<file path="config.mk">
export PLATFORM = sky130hd
export DESIGN_NAME = software_timer_pool
export DESIGN_NICKNAME = d
export VERILOG_FILES = /design/src/rtl/core/stp_pkg.sv /design/src/rtl/core/stp_cell.sv /design/src/rtl/core/software_timer_pool.sv
export SDC_FILE = /design/constraint.sdc
export NUM_CORES = 2
export LEC_CHECK = 0
export BUFFER_PORTS_ARGS = -buffer_cell sky130_fd_sc_hd__buf_2
export CAP_MARGIN = 25
export CORE_MARGIN = 3
export CORE_UTILIZATION = 57
export CTS_CLUSTER_DIAMETER = 60
export DETAILED_ROUTE_END_ITERATION = 6
export PLACE_DENSITY_LB_ADDON = 0.25
export REMOVE_ABC_BUFFERS = 1
export SYNTH_ARGS = -nofsm -noshare
export SYNTH_HDL_FRONTEND = slang
export SYNTH_SLANG_ARGS = --single-unit
</file>
<file path="constraint.sdc">
create_clock -name clk -period 4.3 [get_ports clk]
set_input_delay 0.43 -clock clk [delete_from_list [all_inputs] [get_ports clk]]
set_output_delay 0.43 -clock clk [all_outputs]
set_load 0.005 [all_outputs]
</file>
<file path="src/rtl/core/stp_pkg.sv">
// Shared types and codes for the timer pool: request modes, result kinds, the walking token.
`timescale 1ns / 1ps
package stp_pkg;

  localparam int SLOT_W  = 4;
  localparam int COUNT_W = 16;
  localparam int EVENT_W = 8;

  localparam logic [1:0] MODE_TICK    = 2'd0;
  localparam logic [1:0] MODE_ASSIGN  = 2'd1;
  localparam logic [1:0] MODE_RELEASE = 2'd2;
  localparam logic [1:0] MODE_LOAD    = 2'd3;

  localparam logic [1:0] KIND_ASSIGN = 2'd0;
  localparam logic [1:0] KIND_PREV   = 2'd1;
  localparam logic [1:0] KIND_EXPIRY = 2'd2;

  typedef struct packed {
    logic [1:0]         kind;
    logic               ok;
    logic [SLOT_W-1:0]  slot;
    logic [COUNT_W-1:0] prev;
    logic [EVENT_W-1:0] ev;
    logic               cb;
  } result_t;

  typedef struct packed {
    logic               valid;
    logic [1:0]         mode;
    logic [SLOT_W-1:0]  idx;
    logic               per;
    logic               cb;
    logic [EVENT_W-1:0] ev;
    logic [COUNT_W-1:0] tmo;
    logic               pend_valid;
    result_t            pend;
  } token_t;

endpackage

</file>
<file path="src/rtl/core/stp_cell.sv">
// One timer slot of the pool; it serves the request token as the token passes by.
`timescale 1ns / 1ps
module stp_cell #(
  parameter int CELL_ID = 0
) (
  input  logic            clk,
  input  logic            rst_n,
  input  logic            advance,
  input  stp_pkg::token_t tok_in,
  output stp_pkg::token_t tok_out,
  output logic            emit_req,
  output stp_pkg::result_t emit_res
);
  import stp_pkg::*;

  localparam logic [SLOT_W-1:0] MY_SLOT = SLOT_W'(CELL_ID);
  localparam bit ADDRESSABLE = (CELL_ID < (1 << SLOT_W));

  token_t             tok_r;
  logic               in_use_r, in_use_nxt;
  logic               per_r, per_nxt;
  logic               cb_r, cb_nxt;
  logic [EVENT_W-1:0] ev_r, ev_nxt;
  logic [COUNT_W-1:0] rem_r, rem_nxt;
  logic [COUNT_W-1:0] rld_r, rld_nxt;
  logic               hit;

  always_comb begin
    tok_out    = tok_r;
    emit_req   = 1'b0;
    emit_res   = tok_r.pend;
    in_use_nxt = in_use_r;
    per_nxt    = per_r;
    cb_nxt     = cb_r;
    ev_nxt     = ev_r;
    rem_nxt    = rem_r;
    rld_nxt    = rld_r;
    hit        = ADDRESSABLE && (tok_r.idx == MY_SLOT);
    if (tok_r.valid) begin
      case (tok_r.mode)
        MODE_TICK: begin
          if (in_use_r && rem_r != '0) begin
            rem_nxt = rem_r - COUNT_W'(1);
            if (rem_r == COUNT_W'(1)) begin
              rem_nxt             = per_r ? rld_r : '0;
              emit_req            = tok_r.pend_valid;
              tok_out.pend_valid  = 1'b1;
              tok_out.pend.kind   = KIND_EXPIRY;
              tok_out.pend.ok     = 1'b0;
              tok_out.pend.slot   = MY_SLOT;
              tok_out.pend.prev   = '0;
              tok_out.pend.ev     = ev_r;
              tok_out.pend.cb     = cb_r;
            end
          end
        end
        MODE_ASSIGN: begin
          if (!in_use_r && !tok_r.pend.ok) begin
            in_use_nxt        = 1'b1;
            per_nxt           = tok_r.per;
            cb_nxt            = tok_r.cb;
            ev_nxt            = tok_r.ev;
            rem_nxt           = '0;
            rld_nxt           = '0;
            tok_out.pend.ok   = 1'b1;
            tok_out.pend.slot = MY_SLOT;
          end
        end
        MODE_RELEASE: begin
          if (hit) begin
            in_use_nxt = 1'b0;
            rem_nxt    = '0;
          end
        end
        MODE_LOAD: begin
          if (hit) begin
            tok_out.pend.prev = rem_r;
            rem_nxt           = tok_r.tmo;
            rld_nxt           = tok_r.tmo;
          end
        end
        default: begin
        end
      endcase
    end
  end

  always_ff @(posedge clk) begin
    if (!rst_n) begin
      tok_r    <= '0;
      in_use_r <= 1'b0;
      per_r    <= 1'b0;
      cb_r     <= 1'b0;
      ev_r     <= '0;
      rem_r    <= '0;
      rld_r    <= '0;
    end else if (advance) begin
      tok_r    <= tok_in;
      in_use_r <= in_use_nxt;
      per_r    <= per_nxt;
      cb_r     <= cb_nxt;
      ev_r     <= ev_nxt;
      rem_r    <= rem_nxt;
      rld_r    <= rld_nxt;
    end
  end

endmodule

</file>
<file path="src/rtl/core/software_timer_pool.sv">
// A request token walks the timer cells one per cycle while the chain is not paused, then a tail stage.
// A new item is taken only after the previous one has finished its walk along the cell chain.
// Each tick expiry is held on the token and sent when the next one is found or the walk ends.
// A stalled output register pauses the whole chain while a result is due, until the result is taken.
// Synchronous active-low reset clears every timer slot and empties the chain.
`timescale 1ns / 1ps
module software_timer_pool #(
  parameter int NUM_TIMERS = 16
) (
  input  logic                           clk,
  input  logic                           rst_n,
  input  logic                           in_valid,
  output logic                           in_stall,
  input  logic [1:0]                     in_mode,
  input  logic [stp_pkg::SLOT_W-1:0]     in_timer_index,
  input  logic                           in_periodic,
  input  logic                           in_has_callback,
  input  logic [stp_pkg::EVENT_W-1:0]    in_event_code,
  input  logic [stp_pkg::COUNT_W-1:0]    in_timeout,
  output logic                           out_valid,
  input  logic                           out_stall,
  output logic [1:0]                     out_kind,
  output logic                           out_ok,
  output logic [stp_pkg::SLOT_W-1:0]     out_slot,
  output logic [stp_pkg::COUNT_W-1:0]    out_previous_count,
  output logic [stp_pkg::EVENT_W-1:0]    out_expired_event,
  output logic                           out_to_callback,
  output logic                           out_last
);
  import stp_pkg::*;

  token_t                  tok_link [NUM_TIMERS+1];
  logic [NUM_TIMERS-1:0]   cell_req;
  result_t                 cell_res [NUM_TIMERS];
  logic [NUM_TIMERS-1:0]   cell_busy;
  token_t                  tail_r;
  logic                    busy_r, busy_nxt;
  logic                    out_valid_r, out_valid_nxt;
  result_t                 out_res_r;
  logic                    out_last_r;
  logic                    in_accept;
  logic                    tail_req;
  logic                    emit_req_any;
  logic                    emit_ok;
  logic                    emit_fire;
  logic                    advance;
  result_t                 emit_res;

  assign in_stall  = busy_r;
  assign in_accept = in_valid && !in_stall;

  always_comb begin
    tok_link[0]            = '0;
    tok_link[0].valid      = in_accept;
    tok_link[0].mode       = in_mode;
    tok_link[0].idx        = in_timer_index;
    tok_link[0].per        = in_periodic;
    tok_link[0].cb         = in_has_callback;
    tok_link[0].ev         = in_event_code;
    tok_link[0].tmo        = in_timeout;
    tok_link[0].pend_valid = (in_mode == MODE_ASSIGN) || (in_mode == MODE_LOAD);
    tok_link[0].pend.kind  = (in_mode == MODE_ASSIGN) ? KIND_ASSIGN : KIND_PREV;
  end

  for (genvar g = 0; g < NUM_TIMERS; g++) begin : g_cell
    stp_cell #(
      .CELL_ID(g)
    ) u_cell (
      .clk      (clk),
      .rst_n    (rst_n),
      .advance  (advance),
      .tok_in   (tok_link[g]),
      .tok_out  (tok_link[g+1]),
      .emit_req (cell_req[g]),
      .emit_res (cell_res[g])
    );
    assign cell_busy[g] = tok_link[g+1].valid;
  end

  assign tail_req     = tail_r.valid && tail_r.pend_valid;
  assign emit_req_any = (|cell_req) || tail_req;
  assign emit_ok      = !out_valid_r || !out_stall;
  assign emit_fire    = emit_req_any && emit_ok;
  assign advance      = !emit_req_any || emit_ok;

  always_comb begin
    emit_res = tail_req ? tail_r.pend : '0;
    for (int i = 0; i < NUM_TIMERS; i++) begin
      if (cell_req[i]) begin
        emit_res = emit_res | cell_res[i];
      end
    end
  end

  always_comb begin
    busy_nxt = busy_r;
    if (in_accept) begin
      busy_nxt = 1'b1;
    end else if (tail_r.valid && advance) begin
      busy_nxt = 1'b0;
    end
    out_valid_nxt = out_valid_r;
    if (emit_fire) begin
      out_valid_nxt = 1'b1;
    end else if (!out_stall) begin
      out_valid_nxt = 1'b0;
    end
  end

  always_ff @(posedge clk) begin
    if (!rst_n) begin
      busy_r       <= 1'b0;
      out_valid_r  <= 1'b0;
      tail_r.valid <= 1'b0;
    end else begin
      busy_r      <= busy_nxt;
      out_valid_r <= out_valid_nxt;
      if (advance) begin
        tail_r <= tok_link[NUM_TIMERS];
      end
    end
    if (emit_fire) begin
      out_res_r  <= emit_res;
      out_last_r <= tail_req;
    end
  end

  assign out_valid          = out_valid_r;
  assign out_kind           = out_res_r.kind;
  assign out_ok             = out_res_r.ok;
  assign out_slot           = out_res_r.slot;
  assign out_previous_count = out_res_r.prev;
  assign out_expired_event  = out_res_r.ev;
  assign out_to_callback    = out_res_r.cb;
  assign out_last           = out_last_r;

  a_single_token: assert property (@(posedge clk) disable iff (!rst_n)
    $countones({cell_busy, tail_r.valid}) <= 1)
    else $error("more than one request token in the chain");

  a_accept_idle: assert property (@(posedge clk) disable iff (!rst_n)
    in_accept |-> (cell_busy == '0) && !tail_r.valid)
    else $error("item accepted while the chain is occupied");

  a_emit_busy: assert property (@(posedge clk) disable iff (!rst_n)
    emit_req_any |-> busy_r)
    else $error("result produced while no item is in flight");

  a_enter_cell: assert property (@(posedge clk) disable iff (!rst_n)
    in_accept |=> cell_busy[0] && busy_r)
    else $error("accepted item did not enter the first cell");

  a_walk_done: assert property (@(posedge clk) disable iff (!rst_n)
    (tail_r.valid && advance) |=> !busy_r && !tail_r.valid)
    else $error("pool stayed busy after the walk finished");

endmodule

</file>
# Word-level counts from Yosys, hierarchy flattened

Index checks and enable logic that the tools add are counted.

Flip-flop bits (word level): 1783
Latch bits: 0
Memory bits (writable): 0
Memory bits (read-only): 0
Input bits: 36
Output and inout bits: 35
Word-level logic and storage cells: 1122
Memories: 0

$add $sub $neg: 16
Multipliers: 0
Div/mod/pow operators: 0
$lt $le $gt $ge: 0
Equality and inequality tests: 146
Shift-type cells: 0
Muxes and demuxes: 406
Bitwise gates (word level): 16
Reduce and logical (&&, ||, !) cells: 206

Operators by type and width:

| operator                                               | count |
|---|---|
| two-way mux 16 bit                                     | 112 |
| two-way mux 33 bit                                     | 48 |
| case mux 16 bit (2 select lines)                       | 32 |
| case mux 16 bit (4 select lines)                       | 16 |
| two-way mux 32 bit                                     | 17 |
| bitwise OR 32 bit                                      | 16 |
| equality test 16 x 1 -> 1 bit (second input constant)  | 16 |
| nonzero test 16 bit                                    | 16 |
| subtractor 16 x 1 -> 16 bit (second input constant)    | 16 |
| case mux 5 bit (2 select lines)                        | 16 |
| AND reduction 5 bit                                    | 32 |
| two-way mux 9 bit                                      | 16 |
| inequality test 2 x 1 -> 1 bit (second input constant) | 65 |
| two-way mux 1 bit                                      | 101 |
| AND reduction 6 bit                                    | 16 |
| two-way mux 5 bit                                      | 16 |
| equality test 2 bit (second input constant)            | 33 |
| nonzero test 2 bit                                     | 33 |
| AND reduction 4 bit                                    | 16 |
| two-way mux 3 bit                                      | 16 |
| logical AND 1 bit                                      | 35 |
| zero test 1 bit                                        | 35 |
| equality test 2 x 1 -> 1 bit (second input constant)   | 17 |
| equality test 4 bit (second input constant)            | 8 |
| other kinds (9)                                        | 46 |

# Longest topological paths before layout

Depth after elaboration: 36
Mapped depth: 14
Mapped depth without buffers: 10

# Modules after synthesis

Synthesis repeated with hierarchy kept, for this count alone.

Cell total of the unflattened synthesis: 10654
Area total of the unflattened synthesis: 97359.6 µm²

Modules (own cells, without submodules):

| module                           | instances | cells an instance | area an instance (µm²) | sequential area each (µm²) |
|---|---|---|---|---|
| stp_cell (g_cell[5].u_cell ...)  | 2         | 653               | 5871.9                 | 2182.1 |
| stp_cell (g_cell[11].u_cell ...) | 2         | 637               | 5849.4                 | 2182.1 |
| stp_cell (g_cell[8].u_cell)      | 1         | 632               | 5957.0                 | 2182.1 |
| stp_cell (g_cell[3].u_cell)      | 1         | 654               | 5933.2                 | 2182.1 |
| stp_cell (g_cell[13].u_cell)     | 1         | 637               | 5815.6                 | 2182.1 |
| stp_cell (g_cell[0].u_cell)      | 1         | 614               | 5759.3                 | 2182.1 |
| stp_cell (g_cell[15].u_cell)     | 1         | 620               | 5675.4                 | 2182.1 |
| stp_cell (g_cell[2].u_cell)      | 1         | 637               | 5645.4                 | 2182.1 |
| stp_cell (g_cell[4].u_cell)      | 1         | 630               | 5641.7                 | 2182.1 |
| stp_cell (g_cell[1].u_cell)      | 1         | 638               | 5639.2                 | 2182.1 |
| software_timer_pool              | 1         | 507               | 5629.1                 | 2042.0 |
| stp_cell (g_cell[7].u_cell)      | 1         | 635               | 5627.9                 | 2182.1 |
| stp_cell (g_cell[9].u_cell)      | 1         | 617               | 5565.3                 | 2182.1 |
| stp_cell (g_cell[10].u_cell)     | 1         | 626               | 5515.3                 | 2182.1 |
| stp_cell (g_cell[12].u_cell)     | 1         | 627               | 5512.8                 | 2182.1 |

# Least setup slack after synthesis

OpenSTA, ideal clock, no wires.

Path kind: flip-flop to flip-flop
Start: register g_cell[4].u_cell.rem_r[0]
End: register tail_r[0] (netlist bit) (enable)
Library setup time: 0.426 ns
Arrival: 4.011 ns
Required time: 3.874 ns
Slack: -0.137 ns
Cell stages (with the launch flop): 12
Path buffers: 2
Clock period less this slack: 4.437 ns
Cell sequence: dfxtp_1 inv_1 ha_1 nor3b_1 nand2b_1 nor3_1 or4_4 nor3_2 a31oi_4 buf_2 buf_4 nor2_1

Longest elaborated chain between the ends: 10
Elaborated cells between the ends (all ways): 12
Classes of those cells: 1 x eq/ne; 4 x mux; 7 x reduce/logical

RTL lines:

| what                                                                 | RTL line                       | source |
|---|---|---|
| from (decl)                                                          | stp_cell.sv:24                 | `logic [COUNT_W-1:0] rem_r, rem_nxt;` |
| from (signal assigned)                                               | stp_cell.sv:103                | `rem_r <= rem_nxt;` |
| equality test 16 x 1 -> 1 bit or nonzero test 16 bit (tied branches) | stp_cell.sv:44, stp_cell.sv:42 |  |
| two-way mux 1 bit or logical AND 1 bit (tied branches)               | stp_cell.sv:44, stp_cell.sv:42 |  |
| two-way mux 1 bit (*)                                                | stp_cell.sv:42                 | `if (in_use_r && rem_r != '0) begin` |
| two-way mux 1 bit (*)                                                | stp_cell.sv:40                 | `case (tok_r.mode)` |
| two-way mux 1 bit (*)                                                | stp_cell.sv:39                 | `if (tok_r.valid) begin` |
| OR reduction 16 bit (*)                                              | software_timer_pool.sv:81      | `assign emit_req_any = (\|cell_req) \|\| tail_req;` |
| logical OR 1 bit (*)                                                 | software_timer_pool.sv:81      |  |
| zero test 1 bit (*)                                                  | software_timer_pool.sv:84      | `assign advance = !emit_req_any \|\| emit_ok;` |
| logical OR 1 bit (*)                                                 | software_timer_pool.sv:84      |  |
| AND reduction 2 bit (no line) (*)                                    | --                             |  |
| to (signal assigned)                                                 | software_timer_pool.sv:119     | `tail_r <= tok_link[NUM_TIMERS];` |
| to (decl)                                                            | software_timer_pool.sv:36      | `token_t tail_r;` |

Every way passes the cells marked *; elsewhere a longest branch is shown, timed or not.
A chain may end at the register's enable or synchronous reset.

# Worst setup path in the final report

Start: register g_cell[6].u_cell.rem_r[11]
End: register out_res_r, in the netlist out_to_callback (enable)

Longest elaborated chain between the ends: 8
Elaborated cells between the ends (all ways): 10
Classes of those cells: 1 x eq/ne; 4 x mux; 5 x reduce/logical

RTL lines:

| what                                                                 | RTL line                       | source |
|---|---|---|
| from (decl)                                                          | stp_cell.sv:24                 |  |
| from (signal assigned)                                               | stp_cell.sv:103                |  |
| equality test 16 x 1 -> 1 bit or nonzero test 16 bit (tied branches) | stp_cell.sv:44, stp_cell.sv:42 |  |
| two-way mux 1 bit or logical AND 1 bit (tied branches)               | stp_cell.sv:44, stp_cell.sv:42 |  |
| two-way mux 1 bit (*)                                                | stp_cell.sv:42                 |  |
| two-way mux 1 bit (*)                                                | stp_cell.sv:40                 |  |
| two-way mux 1 bit (*)                                                | stp_cell.sv:39                 |  |
| OR reduction 16 bit (*)                                              | software_timer_pool.sv:81      |  |
| logical OR 1 bit (*)                                                 | software_timer_pool.sv:81      |  |
| logical AND 1 bit (*)                                                | software_timer_pool.sv:83      | `assign emit_fire = emit_req_any && emit_ok;` |
| net emit_fire                                                        | software_timer_pool.sv:45      | `logic emit_fire;` |
| to (signal assigned)                                                 | software_timer_pool.sv:123     | `out_res_r <= emit_res;` |
| to (decl)                                                            | software_timer_pool.sv:39      | `result_t out_res_r;` |

The timed path passes the listed nets; every way through them passes the cells marked *.

==> impl_metrics.py <==
metrics = {
    "outcome": {
        "outcome": "finished, violations left",
        "violations": "DRC",
    },
    "logic_synthesis": {
        "yosys-top-cells-area": "dfxtp_1, nand2_1, a21oi_1, mux2i_1, nor2_1",
        "syn-mean-instance-area_um2": 8.00,
        "synth_top_area_cell": "dfxtp_1",
        "yosysUniqueCellTypes": 88,
        "synth_common_cells": "nand2_1, dfxtp_1, a21oi_1",
        "synth_edf_count": 66,
        "synth_seq_area_share_pct": 43.7,
        "synth_top_area_share_pct": 41.3,
        "ys_seq_elements": 1767,
        "async_reset_ff_share_pct": 0,
        "yosysMostFrequentCell": "nand2_1",
        "synth.cell_area_mm2": 0.0825,
        "ys_warn_count": 0,
        "ys.flop_type": "dfxtp_1",
        "syn_inst": 10300,
    },
    "worst_setup_path": {
        "ff2ff_path_depth": 10,
        "worst_setup_path_start_kind": "register",
        "cp.arrival_ps": 4690,
        "worst_r2r_endpoint": "out_to_callback",
        "cpPeakStageDelay_ps": 870,
        "reg2reg_from": "g_cell[6].u_cell.rem_r[11]",
        "worstPathCellList": "nor4_1 > nand4_1 > nor4b_2 > buf_4 > or3_1 > or3_1 > buf_4 > nor3_1 > nor2_4 > buf_4",
        "critPathKind": "register to register",
        "cp_num_buf_inv": 3,
        "cpMaxStageDelayCell": "nor4_1",
        "r2r_slack_ps": 110,
        "crit_required_ps": 4800,
        "end_kind": "register",
        "critPathTopFamily": "simple AND/OR/NAND/NOR gates",
        "path_max_fanout": 14,
        "cp_common_cell": "buf_4",
    },
    "die": {
        "die_h_um": 387,
        "die_area_mm2": 0.149,
        "std_cell_rows": 138,
        "start_util_pct": 57.9,
        "ios": 71,
        "die_w_um": 387,
        "coreArea_mm2": 0.143,
    },
    "clocking": {
        "cts_sinks": 1767,
        "cts_made_buffers": 186,
        "max-clock-path-buffers": 3,
        "insertion_delay_ps": 840,
        "h-tree-depth": 4,
        "clk_pin_slew_ps": 60,
        "cts_tree": "done",
        "root_buffer": "clkbuf_16",
    },
    "timing": {
        "finalClockSkew_ps": 45.3,
        "fin_crit_ps": 4190,
        "rsz0062_at_grt": "no",
        "setup-tns-final_ps": 0,
        "final.period_utilization_pct": 97.3,
        "hold_viol": 0,
        "drv_slew": 0,
        "setup_viol": 0,
        "clock.fmax_mhz": 239,
        "worst_slack_ps": 115,
        "max_slew_margin_pct": 16.1,
        "worst_pin_slew_ps": 1260,
    },
    "drt": {
        "top_layer": "met5",
        "dr_wl_met3_um": 37000,
        "route.met2.wl_um": 129000,
        "first_pass_iters": 7,
        "via_count": 80100,
        "avgRoutedWirePerCell_um": 24.9,
        "wl_um": 301000,
        "drc": 12,
        "wl_met1_um": 119000,
        "final_antenna_net_count": 0,
        "drt-initial-drc-count": 12200,
        "routed_via_density": 6.63,
    },
    "power_and_ir_drop": {
        "p_seq_share_pct": 48.3,
        "p_leak_nw": 33.5,
        "pwr-share-clk_pct": 49.1,
        "comb_power_share_pct": 2.6,
        "intPower_mw": 26.6,
        "peakVddDrop_mv": 0.447,
        "p_sw_mw": 7.93,
        "p_sw_share_pct": 23.0,
        "powerDensity_mw_per_mm2": 375,
    },
    "global_routing": {
        "first_global_vias": 72400,
        "grt-ovfl-total": 0,
        "grt_pass1_wl_um": 451000,
        "grt_max_degree": 227,
        "track_usage_pct": 38.3,
        "antenna_found_initial": 19,
    },
    "placement": {
        "place.gp.congestion": 1.05,
        "dp_slack_ps": 135,
        "dp_hpwl_um": 211000,
        "io_buffers": 70,
    },
    "cells_and_area": {
        "post-route-util_pct": 64.5,
        "nets": 10200,
        "drive_above_1_share_pct": 8.55,
        "area_growth_pct": 11.4,
    },
    "hold_path": {
        "min_to": "g_cell[0].u_cell.tok_out[61]",
        "hold_depth": 4,
        "hold_class": "input port to register",
        "hold_start": "in_timer_index[2]",
    },
    "job": {
        "maxCapViolations": 0,
    },
}
-- per-layer routing --
layer	vias up	global-route usage [%]
li1	36100	-
met1	38100	51.9
met2	4975	57.1
met3	889	9.54
met4	10	18.2
met5	-	0
-- final cells by class --
class | instances | area [um2]
Fill cell | 12000 | 50700
Clock buffer | 255 | 5290
Timing Repair Buffer | 457 | 4250
Inverter | 99 | 379
Multi-Input combinational cell | 7520 | 42400
Sequential cell | 1767 | 36000
Clock inverter | 87 | 1170
Antenna cell | 10 | 25.0
Tap cell | 1890 | 2360
-- tightest hold or removal path, stage by stage --
cell	delay, ps
dlygate4sd3_1	520
buf_2	110
nand2_1	40
a21oi_1	50
-- cells in the final DEF (no fill, tap or decap), types with 231 or more instances in the layout --
cell / count
mux2i_1: 382
a21oi_1: 1151
a221oi_1: 231
nand3_1: 471
nor3_1: 394
nor2_1: 897
o21ai_0: 274
buf_4: 276
a211oi_1: 283
dfxtp_1: 1701
nand2_1: 1888
-- cell families (layout without fill, tap and decap cells) --
group                    Yosys count  after routing  synth area share (%)
XOR/XNOR                         179            179                  1.90
buffers and inverters           1031            898                  5.18
AO/OA/AOI/OAI                   2573           2573                  19.9
AND/OR/NAND/NOR                 4275           4275                  23.1
other                              0             10                     0
flip-flops                      1767           1767                  43.7
multiplexers                     398            398                  4.85
adder cells (fa/ha/maj)           95             95                  1.44
-- flip-flops by register name (all words and copies together) (netlist names), 34 cells and up --
name / cells
g_cell.u_cell.rld_r: 256
g_cell.u_cell.rem_r: 256
g_cell.u_cell.emit_res: 466
tail_r: 34
g_cell.u_cell.ev_r: 128
g_cell.u_cell.tok_out: 528
-- through the flow --
step / hold WS [ps] / total power [mW] / instances / area, um2
floorplan: 431 / 17.5 / 9386 / 78600
global placement: 439 / 17.8 / 11700 / 84900
detailed placement: 446 / 17.9 / 11700 / 84900
CTS: 345 / 34.5 / 12100 / 91700
global route: 384 / 35.3 / 12100 / 91900
finish: 388 / 34.5 / 12100 / 91900
-- worst max path at each step --
stage | start | endpoint | slack (ps) | cells past startpoint
floorplan | g_cell[3].u_cell.tok_out[63] | g_cell[5].u_cell.emit_res[25] | -30750 | 10
global placement | g_cell[12].u_cell.rem_r[1] | g_cell[11].u_cell.in_use_r | 210 | 13
detailed placement | g_cell[12].u_cell.rem_r[1] | g_cell[11].u_cell.in_use_r | 140 | 13
CTS | g_cell[12].u_cell.rem_r[1] | g_cell[11].u_cell.in_use_r | 110 | 13
global route | g_cell[12].u_cell.rem_r[1] | g_cell[4].u_cell.rem_r[9] | 30 | 13
finish | g_cell[6].u_cell.rem_r[11] | out_to_callback | 110 | 10
-- what timing repair did --
action | in CTS | in global routing
buffers inserted | 0 | 1
hold buffers | 34 | 0
gates resized for setup | 0 | 6
endpoints found under the hold margin | 51 | 0
setup endpoints to repair | 0 | 74
-- power by group through the flow --
stage	clock (mW)	sequential (mW)	combinational, mW
final	16.9	16.7	0.896
after global routing	17.6	16.7	0.974
after CTS	17.0	16.7	0.871
after detailed placement	0	17.0	0.840
after global placement	0	17.0	0.827
after floorplan	0	17.0	0.569
Note: power is estimated with default switching activity, not from simulation.
